### src/design/ssch_pkg.sv
// Shared types, constants and helpers for the stride scheduler.
// No dependencies; every other design file uses this package.
`timescale 1ns / 1ps

package ssch_pkg;

	localparam int NUM_SLOTS = 16;
	localparam int SLOT_W    = $clog2(NUM_SLOTS);
	localparam int CNT_W     = $clog2(NUM_SLOTS + 1);
	localparam int ID_W      = 4;
	localparam int PRIO_W    = 16;
	localparam int SLICE_W   = 8;
	localparam int STRIDE_W  = 32;
	localparam int QCNT_W    = 5;
	localparam int DIV_STEPS = STRIDE_W;
	localparam int DIV_CNT_W = $clog2(DIV_STEPS);

	localparam logic [STRIDE_W-1:0] FULL_STRIDE = 32'h7FFF_FFFF;
	localparam logic [SLICE_W-1:0]  SLICE_RST   = 8'd5;

	typedef enum logic [1:0] {
		CMD_ENQ  = 2'd0,
		CMD_DEQ  = 2'd1,
		CMD_PICK = 2'd2,
		CMD_TICK = 2'd3
	} cmd_t;

	// Broadcast of a single-cycle command to the row of cells
	typedef struct packed {
		logic               en;
		cmd_t               cmd;
		logic [SLOT_W-1:0]  id;
		logic [PRIO_W-1:0]  prio;
		logic               fresh;
		logic [SLICE_W-1:0] max_slice;
	} op_t;

	// Stride advance of the pick winner
	typedef struct packed {
		logic                add_en;
		logic [SLOT_W-1:0]   id;
		logic [STRIDE_W-1:0] step;
	} upd_t;

	// Running minimum handed from cell to cell during a pick scan
	typedef struct packed {
		logic                tok;
		logic                have;
		logic [SLOT_W-1:0]   id;
		logic [STRIDE_W-1:0] stride;
		logic [PRIO_W-1:0]   prio;
	} cand_t;

	typedef struct packed {
		logic queued;
		logic slice_le1;
	} stat_t;

	typedef struct packed {
		logic [ID_W-1:0]   picked_id;
		logic              found;
		logic              resched;
		logic [QCNT_W-1:0] qcount;
	} res_t;

	// a is ahead of b under wrapping signed comparison
	function automatic logic stride_after(logic [STRIDE_W-1:0] a, logic [STRIDE_W-1:0] b);
		logic [STRIDE_W-1:0] d;
		d = a - b;
		return (d != '0) && !d[STRIDE_W-1];
	endfunction

endpackage

### src/design/ssch_cell.sv
// One process slot: stride, priority, slice and queued flag, plus one stage of
// the pick scan chain. Depends on ssch_pkg.
`timescale 1ns / 1ps

module ssch_cell (
	input  logic                       clk,
	input  logic                       arst_n,
	input  logic [ssch_pkg::SLOT_W-1:0] idx,
	input  ssch_pkg::op_t              op,
	input  ssch_pkg::upd_t             upd,
	input  ssch_pkg::cand_t            cand_in,
	output ssch_pkg::cand_t            cand_out,
	output ssch_pkg::stat_t            stat
);
	import ssch_pkg::*;

	logic [STRIDE_W-1:0] stride_q;
	logic [PRIO_W-1:0]   prio_q;
	logic [SLICE_W-1:0]  slice_q;
	logic                queued_q;
	logic                cand_tok_q;
	cand_t               cand_q;
	logic                hit;
	logic                take;

	assign hit  = op.en && (op.id == idx);
	// ties keep the earlier (lower) slot
	assign take = queued_q && (!cand_in.have || stride_after(cand_in.stride, stride_q));

	always_ff @(posedge clk or negedge arst_n) begin
		if (!arst_n) begin
			stride_q <= '0;
			prio_q   <= '0;
			slice_q  <= '0;
			queued_q <= 1'b0;
		end else begin
			if (hit) begin
				unique case (op.cmd)
					CMD_ENQ: begin
						prio_q   <= op.prio;
						queued_q <= 1'b1;
						if (op.fresh)
							stride_q <= '0;
						if (slice_q == '0 || slice_q > op.max_slice)
							slice_q <= op.max_slice;
					end
					CMD_DEQ: queued_q <= 1'b0;
					CMD_TICK: begin
						if (slice_q != '0)
							slice_q <= slice_q - 1'b1;
					end
					default: ;
				endcase
			end
			if (upd.add_en && upd.id == idx)
				stride_q <= stride_q + upd.step;
		end
	end

	always_ff @(posedge clk or negedge arst_n) begin
		if (!arst_n)
			cand_tok_q <= 1'b0;
		else
			cand_tok_q <= cand_in.tok;
	end

	// advance the running minimum one cell per cycle
	always_ff @(posedge clk) begin
		if (cand_in.tok) begin
			if (take) begin
				cand_q.have   <= 1'b1;
				cand_q.id     <= idx;
				cand_q.stride <= stride_q;
				cand_q.prio   <= prio_q;
			end else begin
				cand_q.have   <= cand_in.have;
				cand_q.id     <= cand_in.id;
				cand_q.stride <= cand_in.stride;
				cand_q.prio   <= cand_in.prio;
			end
		end
	end

	always_comb begin
		cand_out.tok    = cand_tok_q;
		cand_out.have   = cand_q.have;
		cand_out.id     = cand_q.id;
		cand_out.stride = cand_q.stride;
		cand_out.prio   = cand_q.prio;
	end

	assign stat.queued    = queued_q;
	assign stat.slice_le1 = (slice_q <= SLICE_W'(1));

endmodule

### config.mk
export PLATFORM = sky130hd
export DESIGN_NAME = ssch_cell
export DESIGN_NICKNAME = d
export VERILOG_FILES = /design/src/design/ssch_pkg.sv /design/src/design/ssch_cell.sv
export SDC_FILE = /design/constraint.sdc
export NUM_CORES = 1
export LEC_CHECK = 0
export BUFFER_PORTS_ARGS = -buffer_cell sky130_fd_sc_hd__buf_2
export CAP_MARGIN = 20
export CORE_UTILIZATION = 60
export DETAILED_ROUTE_END_ITERATION = 10
export GPL_TIMING_DRIVEN = 1
export PLACE_DENSITY_LB_ADDON = 0.05
export SETUP_SLACK_MARGIN = 0.3
export SLEW_MARGIN = 20
export SYNTH_ARGS = -nofsm -noshare
export SYNTH_HDL_FRONTEND = slang
export SYNTH_SLANG_ARGS = --single-unit
export TNS_END_PERCENT = 30
### constraint.sdc
create_clock -name clk -period 11.64 [get_ports clk]
set_input_delay 2.328 -clock clk [delete_from_list [all_inputs] [get_ports clk]]
set_output_delay 2.328 -clock clk [all_outputs]
set_load 0.02 [all_outputs]
==> metrics.json <==
{
  "status": {
    "status": "completed"
  },
  "critical_path": {
    "crit_required_ns": 11.74,
    "path_max_fanout": 33,
    "crit_type": "in2reg",
    "critical_path.top_delay_family": "simple AND/OR/NAND/NOR gates",
    "critPathCaptureType": "flip-flop",
    "worstPathArrival_ns": 6.49,
    "worst_setup_path_start_kind": "input port",
    "critPathSlowestCell": "sky130_fd_sc_hd__o31a_2",
    "critical_path.cell_chain": "buf_2 > inv_1 > ha_1 > fa_1 > nand3_1 > a221oi_2 > nand4_1 > or3_1 > a2111oi_2 > nand4_1 > nor4_1 > nand4_1 > or4b_1 > o31a_2 > buf_4 > mux2_4",
    "path_common_cell": "sky130_fd_sc_hd__nand4_1",
    "timing.critical_path.buf_inv": 3,
    "cp_slowest_stage_delay_ns": 0.56
  },
  "synth": {
    "syn-num-nets": 1036,
    "synth_seq_area_share": 0.356,
    "prevailing_post_synth_register_cell": "sky130_fd_sc_hd__dfrtp_1",
    "yosys.area_share.xor_xnor": 0.0544,
    "syn_avg_cell_area_um2": 10.3,
    "synth_simple_gate_area_share": 0.105,
    "synth.area.mux_share": 0.116,
    "syn-cell-area_um2": 8540,
    "synth-async-reset-ratio": 0.523,
    "synth_top_family_by_area": "compound AO/OA/AOI/OAI gates",
    "syn-instance-count": 830,
    "number_of_enable_flip_flop_cells_after_synthesis": 53,
    "synth_seq_cells": 111,
    "synthDistinctLibCells": 76,
    "yosysWarningCount": 0,
    "synth_compound_gate_area_share": 0.201,
    "yosys.area_share.adder": 0.115
  },
  "clock_network": {
    "cts_made_buffers": 9,
    "clock_latency_ns": 0.36,
    "clock_tree_from_tritoncts": "built",
    "cts_htree_levels": 3,
    "cts_max_path_buffers": 2,
    "clk_pin_slew_worst_paths_ns": 0.08,
    "ctsRootBufferMaster": "sky130_fd_sc_hd__clkbuf_16",
    "cts_hold_buf": 0,
    "post_cts.repair.setup_buffers": 0,
    "numClockSinks": 111,
    "post_cts_resize_count": 0
  },
  "pwr": {
    "share_comb_of_total_power": 0.586,
    "cellInternalPower_mw": 1.29,
    "sequentialPowerShare": 0.275,
    "pwr_density_cell_nw_per_um2": 230,
    "clockPowerShare": 0.139,
    "static-leakage-power_nw": 4.70,
    "net-switching-power_mw": 0.963,
    "sw_frac_of_total": 0.427,
    "irDropWorstVdd_uv": 109
  },
  "drt": {
    "drt_iter0_markers": 470,
    "dr_total_vias": 6832,
    "routed_wirelength_um": 18700,
    "wl_per_cell_um": 15.8,
    "drtPass1Iterations": 5,
    "post_drt_via_cell_ratio": 5.77,
    "detail_route.drc_violations": 0,
    "antenna_violating_nets_post_route": 0
  },
  "timing": {
    "final.min_clock_period_ns": 6.39,
    "totalNegativeSetupSlack_ns": 0,
    "least_margin_pin_slew_ns": 0.854,
    "final_critical_path_setup_slack_ns": 5.25,
    "final-setup-viol-count": 0,
    "timing_hold_violations_final": 0,
    "worst_slew_margin_rel": 0.431,
    "timing.final.crit_share": 0.549,
    "maxSlewViolCount": 0,
    "unrepaired_setup_endpoints_after_global_routing": "no",
    "timing.fmax_mhz": 157,
    "timing.clock.skew_ns": 0.0135
  },
  "grt": {
    "grtUsageTotal": 0.262,
    "largest_net_degree_at_the_start_of_global_routing": 59,
    "wire_length_of_the_first_global_routing_pass_um": 30800,
    "number_of_antenna_violations_at_the_first_check_in_global_routing": 0,
    "gr-total-overflow": 0,
    "vias_in_the_first_global_route": 6388
  },
  "die": {
    "die_width_um": 121,
    "die_height_um": 121,
    "starting_density_of_the_core": 0.615,
    "floorplan.rows": 43,
    "io_pins": 185,
    "placeableCoreArea_um2": 13900,
    "fp.dieArea_um2": 14700
  },
  "place": {
    "pre_cts_ws_ns": 4.88,
    "portBuffers": 184,
    "hpwl_um": 14100,
    "dpl.cell_count": 1168,
    "place.gp.congestion": 0.911
  },
  "finish": {
    "finalCoreUtilization": 0.707,
    "multi_input_area_um2": 5050,
    "antenna_cells_inserted": 0,
    "fillCellCount": 1094,
    "final_cell_mix": "184 x sky130_fd_sc_hd__buf_2, 75 x sky130_fd_sc_hd__ha_1, 58 x sky130_fd_sc_hd__inv_1, 58 x sky130_fd_sc_hd__dfrtp_1, 55 x sky130_fd_sc_hd__a21oi_1",
    "seq_area_um2": 3040,
    "flow.area_growth_from_synthesis_pct": 15.0,
    "instances_no_fill": 1184,
    "final_layout_size_suffix_gt1_frac": 0.293,
    "layout.cells.most_common": "sky130_fd_sc_hd__buf_2",
    "final_net_count": 1205
  },
  "job": {
    "maxCapViolCount": 0
  },
  "min_path": {
    "min_path_type": "reg2reg"
  }
}
## per-stage QoR
step	area, µm²	power [mW]	hold WS, ns
2_1_floorplan	8540	1.68	0.477
3_3_place_gp	9510	1.91	0.490
3_5_place_dp	9510	1.93	0.498
4_1_cts	9820	2.26	0.516
5_1_grt	9820	2.44	0.533
6_report	9820	2.26	0.516
## sequential cells by signal, indices dropped and copies added (netlist names)
name,flops
queued_q,1
cand_out,53
prio_q,16
slice_q,8
cand_tok_q,1
stride_q,32
## cells in the mapped netlist, drive strengths merged (5+ instances only)
cell | count | area, µm²
a31oi | 8 | 56.3
o21ai | 43 | 215
nor2 | 37 | 139
a211oi | 15 | 113
o31a | 6 | 52.6
xnor2 | 26 | 228
edfxtp | 53 | 1590
buf | 13 | 156
and3 | 9 | 56.3
a21o | 27 | 203
ha | 75 | 938
nand3 | 15 | 80.1
a22o | 28 | 245
a21oi | 58 | 305
xor2 | 27 | 236
o21bai | 9 | 67.6
o21a | 11 | 82.6
nor2b | 8 | 50.1
nand2b | 5 | 31.3
nor4 | 7 | 43.8
nor3 | 15 | 75.1
mux2 | 67 | 938
clkbuf | 19 | 71.3
nand4 | 10 | 62.6
nand2 | 50 | 188
mux2i | 5 | 50.1
or2 | 6 | 37.5
dfrtp | 58 | 1450
inv | 59 | 221
## routing by layer
layer / vias to the layer above / track usage / share of wire
li1: 3435 / - / -
met1: 3190 / 0.369 / 0.47
met2: 186 / 0.421 / 0.47
met3: 21 / 0.0456 / 0.052
met4: 0 / 0.0586 / 0.013
met5: - / 0 / 0
## area by class of cell
type / count / share of cell area
well taps: 180 / 0.0229
repair buffers: 190 / 0.0984
flip-flops and latches: 111 / 0.310
inverters: 59 / 0.0226
multi-input cells: 628 / 0.515
clock inverters: 7 / 0.00828
clock buffers: 9 / 0.0229
## path summary, 6_finish.rpt
path	from	end	slack [ns]	cells past startpoint
min in group asynchronous	arst_n	stride_q[12]	2.12	2
setup reg to reg	stride_q[1]	cand_out[11]	6.86	14
max in group asynchronous	arst_n	stride_q[27]	8.99	2
hold / removal	prio_q[4]	prio_q[4]	0.52	1
hold reg to reg	prio_q[4]	prio_q[4]	0.52	1
setup / recovery	cand_in[16]	cand_out[11]	5.25	16
## kinds of logic (layout without fill, tap and decap cells)
| group | count (synthesis) | count (layout) |
|---|---|---|
| AO/OA/AOI/OAI | 246 | 246 |
| AND/OR/NAND/NOR | 180 | 180 |
| flip-flops | 111 | 111 |
| buffers and inverters | 91 | 265 |
| adder cells (fa/ha/maj) | 77 | 77 |
| multiplexers | 72 | 72 |
| XOR/XNOR | 53 | 53 |
## power groups by stage
stage	Combinational, mW	Clock, mW	Sequential (mW)
2_1_floorplan	1.03	0	0.649
3_5_place_dp	1.30	0	0.627
4_1_cts	1.32	0.320	0.620
5_1_grt	1.47	0.334	0.636
6_report	1.32	0.315	0.621
3_3_place_gp	1.29	0	0.627
(Power assumes the default switching activity.)
