**config.mk**
```make
export PLATFORM = sky130hd
export DESIGN_NAME = ssch_div
export DESIGN_NICKNAME = d
export VERILOG_FILES = /design/src/design/ssch_pkg.sv /design/src/design/ssch_div.sv
export SDC_FILE = /design/constraint.sdc
export NUM_CORES = 1
export LEC_CHECK = 0
export BUFFER_PORTS_ARGS = -buffer_cell sky130_fd_sc_hd__clkbuf_2
export CORE_ASPECT_RATIO = 0.7
export CORE_MARGIN = 8
export CORE_UTILIZATION = 40
export CTS_CLUSTER_SIZE = 10
export DETAILED_ROUTE_END_ITERATION = 7
export GPL_ROUTABILITY_DRIVEN = 1
export PLACE_DENSITY = 0.65
export RECOVER_POWER = 50
export SETUP_SLACK_MARGIN = 0.3
export SLEW_MARGIN = 20
export SYNTH_ARGS = -nofsm -noshare
export SYNTH_HDL_FRONTEND = slang
export SYNTH_SLANG_ARGS = --single-unit
```
**constraint.sdc**
```tcl
create_clock -name clk -period 2.3 [get_ports clk]
set_clock_uncertainty 0.05 [all_clocks]
set_input_delay 0.115 -clock clk [delete_from_list [all_inputs] [get_ports clk]]
set_output_delay 0.115 -clock clk [all_outputs]
set_load 0.005 [all_outputs]
```
**src/design/ssch_pkg.sv**
```systemverilog
// Shared types, constants and helpers for the stride scheduler.
// No dependencies; every other design file uses this package.
`timescale 1ns / 1ps

package ssch_pkg;

	localparam int NUM_SLOTS = 16;
	localparam int SLOT_W    = $clog2(NUM_SLOTS);
	localparam int CNT_W     = $clog2(NUM_SLOTS + 1);
	localparam int ID_W      = 4;
	localparam int PRIO_W    = 16;
	localparam int SLICE_W   = 8;
	localparam int STRIDE_W  = 32;
	localparam int QCNT_W    = 5;
	localparam int DIV_STEPS = STRIDE_W;
	localparam int DIV_CNT_W = $clog2(DIV_STEPS);

	localparam logic [STRIDE_W-1:0] FULL_STRIDE = 32'h7FFF_FFFF;
	localparam logic [SLICE_W-1:0]  SLICE_RST   = 8'd5;

	typedef enum logic [1:0] {
		CMD_ENQ  = 2'd0,
		CMD_DEQ  = 2'd1,
		CMD_PICK = 2'd2,
		CMD_TICK = 2'd3
	} cmd_t;

	// Broadcast of a single-cycle command to the row of cells
	typedef struct packed {
		logic               en;
		cmd_t               cmd;
		logic [SLOT_W-1:0]  id;
		logic [PRIO_W-1:0]  prio;
		logic               fresh;
		logic [SLICE_W-1:0] max_slice;
	} op_t;

	// Stride advance of the pick winner
	typedef struct packed {
		logic                add_en;
		logic [SLOT_W-1:0]   id;
		logic [STRIDE_W-1:0] step;
	} upd_t;

	// Running minimum handed from cell to cell during a pick scan
	typedef struct packed {
		logic                tok;
		logic                have;
		logic [SLOT_W-1:0]   id;
		logic [STRIDE_W-1:0] stride;
		logic [PRIO_W-1:0]   prio;
	} cand_t;

	typedef struct packed {
		logic queued;
		logic slice_le1;
	} stat_t;

	typedef struct packed {
		logic [ID_W-1:0]   picked_id;
		logic              found;
		logic              resched;
		logic [QCNT_W-1:0] qcount;
	} res_t;

	// a is ahead of b under wrapping signed comparison
	function automatic logic stride_after(logic [STRIDE_W-1:0] a, logic [STRIDE_W-1:0] b);
		logic [STRIDE_W-1:0] d;
		d = a - b;
		return (d != '0) && !d[STRIDE_W-1];
	endfunction

endpackage

```
**src/design/ssch_div.sv**
```systemverilog
// Bit-serial restoring divider: FULL_STRIDE / divisor, one quotient bit a cycle.
// A zero divisor yields FULL_STRIDE. Depends on ssch_pkg.
`timescale 1ns / 1ps

module ssch_div (
	input  logic                         clk,
	input  logic                         arst_n,
	input  logic                         start,
	input  logic [ssch_pkg::PRIO_W-1:0]  divisor,
	output logic                         done,
	output logic [ssch_pkg::STRIDE_W-1:0] quot
);
	import ssch_pkg::*;

	logic                 busy_q;
	logic                 done_q;
	logic [DIV_CNT_W-1:0] cnt_q;
	logic [PRIO_W-1:0]    divisor_q;
	logic [PRIO_W-1:0]    rem_q;
	logic [STRIDE_W-1:0]  dq_q;
	logic [PRIO_W:0]      rem_sh;
	logic                 ge;
	logic [PRIO_W-1:0]    rem_nx;
	logic                 last;

	assign rem_sh = {rem_q, dq_q[STRIDE_W-1]};
	assign ge     = rem_sh >= {1'b0, divisor_q};
	assign rem_nx = ge ? PRIO_W'(rem_sh - {1'b0, divisor_q}) : rem_sh[PRIO_W-1:0];
	assign last   = (cnt_q == DIV_CNT_W'(DIV_STEPS - 1));

	always_ff @(posedge clk or negedge arst_n) begin
		if (!arst_n) begin
			busy_q <= 1'b0;
			done_q <= 1'b0;
			cnt_q  <= '0;
		end else begin
			done_q <= (start && divisor == '0) || (busy_q && last);
			if (start) begin
				busy_q <= (divisor != '0);
				cnt_q  <= '0;
			end else if (busy_q) begin
				cnt_q <= cnt_q + 1'b1;
				if (last)
					busy_q <= 1'b0;
			end
		end
	end

	// dividend shifts out at the top while quotient bits shift in at the bottom
	always_ff @(posedge clk) begin
		if (start) begin
			divisor_q <= divisor;
			dq_q      <= FULL_STRIDE;
			rem_q     <= '0;
		end else if (busy_q) begin
			dq_q  <= {dq_q[STRIDE_W-2:0], ge};
			rem_q <= rem_nx;
		end
	end

	assign done = done_q;
	assign quot = dq_q;

endmodule

```
==> metrics.log, run 1 <==
[metrics] chip height: 98.4 µm
[metrics] cell family with most CP delay: compound AO/OA/AOI/OAI gates
[metrics] Remaining Overflow, GRT: 0
[metrics] post-synthesis sequential element count: 71
[metrics] cell area reported after detailed placement: between 4000 and 5000 µm²
[metrics] Crit Path Category: reg2reg
[metrics] count of pins over their slew limit: 0
[metrics] most frequently used cell type in the post-synthesis netlist: dfxtp_1
[metrics] # diodes: 0
[metrics] Seq pwr share: between 20% and 30%
[metrics] die outline area: 13200 µm²
[metrics] first-pass iteration count of the detailed router: 4
[metrics] GP Congestion: around 0.90
[metrics] ordered cell list for the critical path: inv_2 -> ha_4 -> a21o_1 -> o21ba_4 -> nor2_4 -> o41a_4 -> or4_4 -> o311ai_4
[metrics] number of distinct library cells after synthesis: 59
[metrics] power density over the cells: between 900 and 1000 nW/µm²
[metrics] Core Footprint: approximately 9600 µm²
[metrics] CTS root buf: clkbuf_16
[metrics] total area of sequential cells: 1620 µm²
[metrics] classification of the worst-slack hold path: in2async
[metrics] Crit path buffers/inverters: 1
[metrics] peak per-stage delay on the critical path: 0.49 ns
[metrics] first-pass GRT wire length: 17.1 mm
[metrics] net switching share of the total power: roughly 36%
[metrics] Area Overhead vs Synth: 40.9%
[metrics] Post-Layout Inst Area: roughly 5500 µm²
[metrics] Synth area leader: dfxtp_1
[metrics] Logic pwr share: approximately 46%
[metrics] sequential share of the synthesized area: 41.7%
[metrics] slew at the pin closest to its max-slew limit: 0.624 ns
[metrics] number of rows created at floorplan: 30
[metrics] Critical Path Start Type: register
[metrics] detailed-route DRC error count: 0
[metrics] TritonCTS clock tree: yes
[metrics] IR drop worst, VDD: 0.521 mV
[metrics] global router's overall resource usage: between 15 and 20%
[metrics] arrival time worst endpoint: approximately 2.5 ns
[metrics] setup repair after global routing missed its margin: yes
[metrics] nature of the critical path endpoint: register
[metrics] area of the multi-input gates: about 2400 µm²
[metrics] Fin. Hold Viols: 0
[metrics] fraction of synthesized cell area taken by the top area cell type: about a quarter
[metrics] share of async-settable or async-resettable flops after synthesis: 9.86%
[metrics] Synth Instances: about 410
[metrics] clock transition at the registers of the reported paths: around 0.060 ns
[metrics] ports placed on the boundary: 52
[metrics] maximum frequency from static timing analysis: around 0.44 GHz
[metrics] antenna violations before repair: 0
[metrics] via count of the first global-routing pass: 3328
[metrics] cell area after technology mapping: roughly 3900 µm²
[metrics] total wirelength of the detailed-routed design: between 10 and 15 mm
[metrics] Leakage: 2.51 nW
[metrics] synthesized area per cell: 9.55 µm²
[metrics] DRC violation total after the first TritonRoute iteration: 265
[metrics] clock network power share: 23.9%
[metrics] maximum number of buffers from clock root to sink: 2
[metrics] horizontal extent of the die: 134 µm
[metrics] outcome: finished clean
[metrics] CP Max Fanout: 6
[metrics] Post-DP HPWL: just over 7 mm
[metrics] initial cell density of the core: roughly 41%
[metrics] number of H-tree levels: 3
[metrics] share of the cycle needed by the critical path after routing: about 100%
[metrics] number of routed nets with antenna violations: 0
[metrics] required time reported for the critical path endpoint: ~2.5 ns
[metrics] count of vias placed by the detailed router: between 3000 and 4000
[metrics] number of setup violations in the final report: 0
[metrics] Vias/cell: 5.35
[metrics] number of sinks driven by the clock tree: just over 70
[metrics] NumNets Final: approximately 560
[metrics] EDFF count, synth: 16
[metrics] clock insertion delay at the later pin of the skew report: approximately 0.32 ns
[metrics] Post-synth top cells: 48 x dfxtp_1, 45 x nand2_1, 35 x mux2i_1, 25 x inv_1, 23 x nor2_1
[metrics] largest cells by area after synthesis: dfxtp_1 25%, edfxtp_1 12%, mux2i_1 9.0%
[metrics] synthesized net count: ~440
[metrics] clock period minus final worst setup slack: approximately 2.3 ns
[metrics] worst rel slew slack: about three fifths
[metrics] port buffer count: between 50 and 60
[metrics] Critical Path Slowest Stage Cell: o41a_4
[metrics] main flop type after synthesis: dfxtp_1
[metrics] switching power summed over all nets: between 0.0015 and 0.002 W
[metrics] pin count of the biggest net entering global routing: 41
[metrics] total power after layout: 0.00531 W
[metrics] total of warnings raised by yosys: 0
[metrics] number of buffers created by CTS: 9
[metrics] total internal power: between 0.003 and 0.004 W
[metrics] routed length per instance: 16.5 µm
[metrics] share of post-route cells with drive strength above 1: 36.5%
[metrics] number of max-cap violations: 0
[metrics] fill cell total of the finished layout: 847
-- repair_timing --
action / CTS / global route
hold buffers: 17 / 0
gates resized for setup: 44 / 30
pin swaps: 22 / 33
setup endpoints to repair: 17 / 19
gates cloned: 1 / 0
hold endpoints to repair: 23 / 0
buffers inserted: 5 / 6
-- cell type report --
type | instances | area share (%)
inverters | 26 | 1.88
repair buffers | 128 | 16.4
clock inverters | 4 | 0.389
clock buffers | 12 | 4.51
flip-flops and latches | 71 | 29.7
multi-input cells | 283 | 44.3
well taps | 128 | 2.93
-- power by group through the flow --
stage / clock network, W / registers (W) / logic, W
final: 0.00127 / 0.00158 / 0.00246
after floorplan: 0 / 0.00153 / 0.00129
after detailed placement: 0 / 0.00156 / 0.00193
after global routing: 0.00136 / 0.00159 / 0.00265
after global placement: 0 / 0.00156 / 0.00192
after CTS: 0.00130 / 0.00157 / 0.00221
-- registers in the layout, summed over array words and instances, names as in the netlist --
name       count
busy_q         1
cnt_q          5
divisor_q     16
done           1
quot          32
rem_q         16
-- layer usage --
| metal | GRT usage, % | part of all wire, % | up-vias |
|---|---|---|---|
| li1 | - | - | 1703 |
| met1 | 21.8 | 47 | 1682 |
| met2 | 24.0 | 46 | 91 |
| met3 | 3.85 | 5.5 | 12 |
| met4 | 6.02 | 1.8 | 0 |
| met5 | 0 | 0 | - |
-- stage by stage --
step                      hold WS (ns)  std cells  setup TNS [ns]  worst slack [ns]  utilization, %
after global routing             0.220        652          -0.241           -0.0459            57.1
after floorplan                 -0.231        406               0            0.0820               -
final                            0.174        652               0           0.00649            57.1
after global placement         -0.0883        607         -0.0262           -0.0127            47.8
after CTS                        0.100        646               0           0.00601            55.4
after detailed placement       -0.0881        607          -0.318           -0.0572            47.8
-- cell usage in the layout, fill, tap and decap left out, drive strengths merged, types with 6 or more instances in the layout --
| master | netlist | layout |
|---|---|---|
| clkbuf | 20 | 62 |
| buf | 7 | 61 |
| dfxtp | 48 | 48 |
| nand2 | 45 | 45 |
| mux2i | 35 | 35 |
| inv | 25 | 26 |
| nor2 | 25 | 25 |
| ha | 18 | 18 |
| dlygate4sd3 | 0 | 17 |
| edfxtp | 16 | 16 |
| o21ai | 16 | 16 |
| a21oi | 15 | 15 |
| a21o | 13 | 13 |
| nand3 | 11 | 11 |
| a311oi | 9 | 9 |
| and3 | 9 | 9 |
| a31oi | 8 | 8 |
| nor3b | 7 | 7 |
| xnor2 | 7 | 7 |
| o31ai | 7 | 7 |
| dfrtp | 7 | 7 |
| nor3 | 6 | 6 |
| nand4 | 6 | 6 |
-- path summary, 6_finish.rpt --
check	startpoint	endpoint	slack, ns	cells past startpoint
max	divisor_q[8]	rem_q[0]	0.006	8
min	arst_n	done	0.17	2
max reg2reg	divisor_q[8]	rem_q[0]	0.006	8
min reg2reg	quot[1]	quot[1]	0.45	2
max in group asynchronous	arst_n	busy_q	1.72	2
min in group clk	start	quot[1]	0.28	4
-- cell families (layout without fill, tap and decap cells) --
family / Yosys count / count (layout) / share of synthesized area [%]
XOR/XNOR: 11 / 11 / 2.48
buffers and inverters: 53 / 170 / 6.03
multiplexers: 35 / 35 / 9.04
AO/OA/AOI/OAI: 92 / 93 / 18.1
adder cells (fa/ha/maj): 19 / 19 / 6.32
AND/OR/NAND/NOR: 125 / 125 / 16.3
flip-flops: 71 / 71 / 41.7
(Power assumes the default switching activity.)
==> inputs of run 2 (changes only) <==
Settings changed: ABC_AREA set to 1, SETUP_SLACK_MARGIN 0.3 to not set.
==> metrics.log, run 2 <==
[metrics] outcome: finished clean
[metrics] share of the cycle needed by the critical path after routing: around 90%
[metrics] first-pass GRT wire length: ~16 mm
[metrics] number of buffers created by CTS: 9
[metrics] EDFF count, synth: 16
[metrics] arrival time worst endpoint: ~2.3 ns
[metrics] number of rows created at floorplan: 29
[metrics] number of sinks driven by the clock tree: around 70
[metrics] number of cells in the finished layout apart from fillers: ~700
[metrics] synthesized net count: between 500 and 600
[metrics] Leakage: about 2.4 nW
[metrics] post-synthesis sequential element count: about 70
[metrics] clock insertion delay at the later pin of the skew report: ~0.33 ns
[metrics] number of max-cap violations: 0
[metrics] classification of the worst-slack hold path: in2async
[metrics] fraction of synthesized cell area taken by the top area cell type: between 20% and 30%
[metrics] # diodes: 0
[metrics] number of placed cells counting well taps: approximately 660
[metrics] Synth Instances: about 500
[metrics] setup_tns: 0 ns
[metrics] Post-DP HPWL: about 7.5 mm
[metrics] number of setup violations in the final report: 0
[metrics] count of vias placed by the detailed router: between 3000 and 4000
[metrics] required time reported for the critical path endpoint: 2.47 ns
[metrics] worst rel slew slack: 15.7%
[metrics] CP Max Fanout: 4
[metrics] total wirelength of the detailed-routed design: between 9 and 10 mm
[metrics] Critical Path Start Type: register
[metrics] number of routed nets with antenna violations: 0
[metrics] cell area after technology mapping: ~3700 µm²
[metrics] via count of the first global-routing pass: 3161
[metrics] Post-synth top cells: 146 x nand2_1, 98 x inv_1, 48 x dfxtp_1, 35 x nand3_1, 29 x a22oi_1
[metrics] CTS root buf: clkbuf_16
[metrics] count of pins over their slew limit: 0
[metrics] commonest non-fill, non-tap cells in the layout: 146 x nand2_1, 98 x inv_1, 48 x dfxtp_1
[metrics] DRC violation total after the first TritonRoute iteration: between 200 and 250
[metrics] Synth area leader: dfxtp_1
[metrics] TritonCTS clock tree: yes
[metrics] peak per-stage delay on the critical path: about 0.41 ns
[metrics] most frequently used cell type in the post-synthesis netlist: nand2_1
[metrics] pin count of the biggest net entering global routing: 36
[metrics] IR drop worst, VDD: around 0.52 mV
[metrics] power density over the cells: around 1000 nW/µm²
[metrics] nature of the critical path endpoint: register
[metrics] largest cells by area after synthesis: dfxtp_1 26%, nand2_1 15%, edfxtp_1 13%
[metrics] number of H-tree levels: 3
[metrics] clock transition at the registers of the reported paths: 0.06 ns
[metrics] synthesized area per cell: 7.55 µm²
[metrics] Core Footprint: around 9000 µm²
[metrics] antenna violations before repair: 0
[metrics] Critical Path Slowest Stage Cell: fa_1
[metrics] detailed-route DRC error count: 0
[metrics] Fin. Hold Viols: 0
[metrics] setup repair after global routing missed its margin: no
[metrics] ordered cell list for the critical path: inv_1 -> ha_1 -> fa_1 -> inv_1 -> nand3_1 -> nand3_1 -> nand2_1 -> nand2_1 -> nand2_1 -> nand3_1 -> nand3_2 -> nand2_1 -> nand2_1
[metrics] share of post-route cells with drive strength above 1: 9.27%
[metrics] port buffer count: roughly 50
[metrics] total of warnings raised by yosys: 0
[metrics] initial cell density of the core: about two fifths
[metrics] number of setup buffers added after CTS: 0
[metrics] chip height: 96.8 µm
[metrics] share of async-settable or async-resettable flops after synthesis: about 10%
[metrics] most common library cell in the layout ignoring fill and taps: nand2_1
[metrics] NumNets Final: slightly above 600
[metrics] Area Overhead vs Synth: 22.2%
[metrics] ports placed on the boundary: 52
[metrics] maximum number of buffers from clock root to sink: 2
[metrics] Vias/cell: around 4.8
[metrics] Remaining Overflow, GRT: 0
[metrics] most prevalent standard cell on the critical path: nand2_1
[metrics] main flop type after synthesis: dfxtp_1
[metrics] horizontal extent of the die: 131 µm
[metrics] first-pass iteration count of the detailed router: 4
[metrics] GP Congestion: around 0.95
[metrics] routed length per instance: 13.9 µm
[metrics] total power after layout: between 0.004 and 0.005 W
[metrics] slew at the pin closest to its max-slew limit: 1.26 ns
[metrics] maximum frequency from static timing analysis: ~0.47 GHz
[metrics] global router's overall resource usage: 15.5%
[metrics] sequential share of the synthesized area: between 40% and 50%
[metrics] Crit Path Category: reg2reg
[metrics] Largest register FFs: 32
[metrics] clock period minus final worst setup slack: 2.12 ns
[metrics] die outline area: roughly 13000 µm²
[metrics] number of distinct library cells after synthesis: 35
-- run 2: layout make-up --
| type | instances | area [µm²] |
|---|---|---|
| clock buffer | 9 | 225 |
| clock inverter | 7 | 56.3 |
| fill | 901 | 4510 |
| inverter | 100 | 375 |
| multi-input combinational | 310 | 1700 |
| sequential | 71 | 1620 |
| tap | 124 | 155 |
| timing repair buffer | 75 | 438 |
-- run 2: worst paths after layout --
check / slack (ns) / end / start / cells past startpoint
worst min-delay path: 0.17 / cnt_q[4] / arst_n / 2
worst max-delay path: 0.18 / rem_q[14] / quot[31] / 13
worst min register to register: 0.42 / rem_q[5] / rem_q[5] / 2
min in group clk: 0.42 / rem_q[5] / rem_q[5] / 2
worst max register to register: 0.18 / rem_q[14] / quot[31] / 13
max in group asynchronous: 1.74 / done / arst_n / 2
-- run 2: critical path: cells and delay by family (launching register included) --
family | cells | cell delay, ns
adders and majority gates | 2 | 0.64
buffers and inverters | 2 | 0.17
DFF | 1 | 0.35
and+or+nand+nor | 9 | 0.81
-- run 2: kinds of logic (layout without fill, tap and decap cells) --
| family | Yosys count | in the layout | synth area share, % |
|---|---|---|---|
| adders and majority gates | 19 | 19 | 6.57 |
| buffers and inverters | 114 | 191 | 11.9 |
| and+or+nand+nor | 234 | 234 | 27.6 |
| DFF | 71 | 71 | 43.3 |
| AOI/OAI and AO/OA | 51 | 51 | 9.18 |
| xor gates and xnor gates | 6 | 6 | 1.41 |
-- run 2: metrics by stage --
stage / worst slack, ns / hold WS [ns] / instance area, µm² / util [%]
6_report: 0.177 / 0.173 / 4570 / 50.3
5_1_grt: 0.0125 / 0.203 / 4570 / 50.3
4_1_cts: 0.196 / 0.0902 / 4590 / 50.6
3_5_place_dp: 0.215 / -0.0909 / 4140 / 45.7
3_3_place_gp: 0.203 / -0.0925 / 4140 / 45.7
2_1_floorplan: 0.439 / -0.231 / 3730 / -
-- run 2: repair_timing --
action	CTS	global route
resized for setup	0	2
hold buffers	17	0
endpoints found under the hold margin	23	0
setup endpoints to repair	0	16
-- run 2: power breakdown --
group	internal [W]	switching (W)
combinational	0.000629	0.00111
sequential	0.00143	0.000113
clock	0.000742	0.000550
-- run 2: routing by layer --
metal / vias to the layer above / GRT usage [%] / part of all wire, %
met2: 101 / 22.5 / 42
met1: 1524 / 22.0 / 50
li1: 1726 / - / -
met5: - / 0 / 0
met4: 0 / 4.31 / 1.5
met3: 13 / 3.87 / 6.3
==> inputs of run 3 (changes only) <==
Settings changed: ABC_AREA 1 to not set.
==> metrics.log, run 3 (synthesized netlist as in run 1, its figures left out) <==
[metrics] outcome: finished clean
[metrics] detailed-route DRC error count: 0
[metrics] Remaining Overflow, GRT: 0
[metrics] first-pass iteration count of the detailed router: 5
[metrics] antenna violations before repair: 0
[metrics] fill cell total of the finished layout: a little over 800
[metrics] number of buffers created by CTS: 9
[metrics] clock insertion delay at the later pin of the skew report: 0.34 ns
[metrics] share of the cycle needed by the critical path after routing: 99.8%
[metrics] IR drop worst, VDD: ~0.55 mV
[metrics] clock transition at the registers of the reported paths: approximately 0.050 ns
[metrics] # diodes: 0
[metrics] TritonCTS clock tree: yes
[metrics] maximum frequency from static timing analysis: ~0.44 GHz
[metrics] Crit Path Category: reg2reg
[metrics] Fin. Hold Viols: 0
[metrics] GP Congestion: 0.922
[metrics] pin count of the biggest net entering global routing: just over 40
[metrics] Critical Path Start Type: register
[metrics] total power after layout: 0.00544 W
[metrics] Area Overhead vs Synth: 41.9%
[metrics] number of routed nets with antenna violations: 0
[metrics] NumNets Final: about 560
[metrics] share of post-route cells with drive strength above 1: 31.4%
[metrics] worst rel slew slack: between 40% and 50%
[metrics] required time reported for the critical path endpoint: 2.49 ns
[metrics] Core Footprint: 9570 µm²
[metrics] setup_tns: 0 ns
[metrics] number of rows created at floorplan: 30
[metrics] die outline area: ~13000 µm²
[metrics] routed length per instance: 18.2 µm
[metrics] Largest register FFs: 32
[metrics] Worst Reg2Reg Path Length in Cells: 8
[metrics] setup slack of the critical path after layout: between 0.004 and 0.005 ns
[metrics] Vias/cell: between 5 and 6
[metrics] ordered cell list for the critical path: buf_4 -> fa_2 -> nand2b_4 -> a21oi_4 -> o31ai_2 -> a2111oi_2 -> nor3_1 -> o31ai_1
[metrics] chip height: 98.4 µm
[metrics] ports placed on the boundary: 52
[metrics] number of sinks driven by the clock tree: 71
[metrics] Critical Path Slowest Stage Cell: edfxtp_1
[metrics] number of max-cap violations: 0
[metrics] via count of the first global-routing pass: ~3500
[metrics] count of vias placed by the detailed router: 3578
[metrics] CP Max Fanout: 3
[metrics] power density over the cells: 988 nW/µm²
[metrics] nature of the critical path endpoint: register
[metrics] count of pins over their slew limit: 0
[metrics] slew at the pin closest to its max-slew limit: slightly below 0.8 ns
[metrics] arrival time worst endpoint: roughly 2.5 ns
[metrics] commonest non-fill, non-tap cells in the layout: 52 x buf_4, 48 x dfxtp_1, 45 x nand2_1
[metrics] minimum setup slack after placement: -0.0799 ns
[metrics] peak per-stage delay on the critical path: between 0.4 and 0.5 ns
[metrics] DRC violation total after the first TritonRoute iteration: about 320
[metrics] total wirelength of the detailed-routed design: 11.8 mm
[metrics] maximum number of buffers from clock root to sink: 2
[metrics] port buffer count: between 50 and 60
[metrics] setup repair after global routing missed its margin: yes
[metrics] first-pass GRT wire length: approximately 18 mm
[metrics] CTS root buf: clkbuf_16
[metrics] classification of the worst-slack hold path: in2async
[metrics] number of setup violations in the final report: 0
[metrics] Leakage: 2.45 nW
[metrics] global router's overall resource usage: between 10% and 20%
[metrics] horizontal extent of the die: about 130 µm
[metrics] initial cell density of the core: 40.5%
[metrics] clock period minus final worst setup slack: ~2.3 ns
[metrics] number of H-tree levels: 3
[metrics] Post-DP HPWL: slightly below 8 mm
[metrics] most common library cell in the layout ignoring fill and taps: buf_4
run 3: cell types whose count changed in the layout (fill, tap and decap cells not counted), moves of 8 or more:
| cell | change |
|---|---|
| and3_1 | +8 |
| inv_1 | -80 |
| ha_4 | +12 |
| mux2i_1 | +35 |
| nand2_1 | -101 |
| a22oi_1 | -28 |
| a311oi_2 | +9 |
| ha_1 | -12 |
| a21o_1 | +12 |
| nand3_1 | -29 |
| buf_4 | +45 |
run 3: final cells by class:
type,instances,area [µm²],area share (%)
multi-input combinational,283,2480,45.1
sequential,71,1620,29.4
timing repair buffer,127,866,15.7
clock inverter,3,17.5,0.318
tap,128,160,2.91
inverter,26,100,1.82
clock buffer,13,262,4.75
run 3: worst max-delay path, delay by kind of cell, from the launching register on:
family	cells	cell delay (ns)
AO/OA/AOI/OAI	4	0.88
flip-flops	1	0.44
AND/OR/NAND/NOR	2	0.27
buffers and inverters	1	0.17
adder cells (fa/ha/maj)	1	0.39
run 3: per-layer routing:
metal	GRT usage, %	wire (µm)
met5	0	0
met4	5.50	148
met3	5.08	712
met2	27.2	5540
met1	22.9	5430
run 3: power breakdown:
| group | internal (W) | leakage, nW | switching (W) | total [W] |
|---|---|---|---|---|
| Combinational | 0.00120 | 1.68 | 0.00134 | 0.00254 |
| Sequential | 0.00143 | 0.637 | 0.000148 | 0.00158 |
| Clock | 0.000793 | 0.135 | 0.000525 | 0.00132 |
| Total | 0.00342 | 2.45 | 0.00201 | 0.00544 |
run 3: final timing paths:
path	from	to	slack, ns
min reg2reg	quot[24]	quot[24]	0.45
max reg2reg	divisor_q[1]	rem_q[14]	0.004
max	divisor_q[1]	rem_q[14]	0.004
min in group clk	start	divisor_q[2]	0.33
max in group asynchronous	arst_n	busy_q	1.72
min	arst_n	cnt_q[4]	0.18
run 3: through the flow:
stage,instance area (µm²),std cells,hold slack [ns],utilization [%]
6_report,5500,651,0.182,57.5
2_1_floorplan,3880,406,-0.231,-
4_1_cts,5210,648,0.135,54.5
5_1_grt,5500,651,0.224,57.5
3_5_place_dp,4560,610,-0.0874,47.6
3_3_place_gp,4560,610,-0.0899,47.6
run 3: repair_timing:
item	4_1_cts	5_1_grt
endpoints found under the hold margin	23	0
pin swaps	8	29
endpoints found under the setup margin	14	17
gates resized for setup	25	56
buffers inserted	3	3
cloned	2	0
hold buffers	17	0
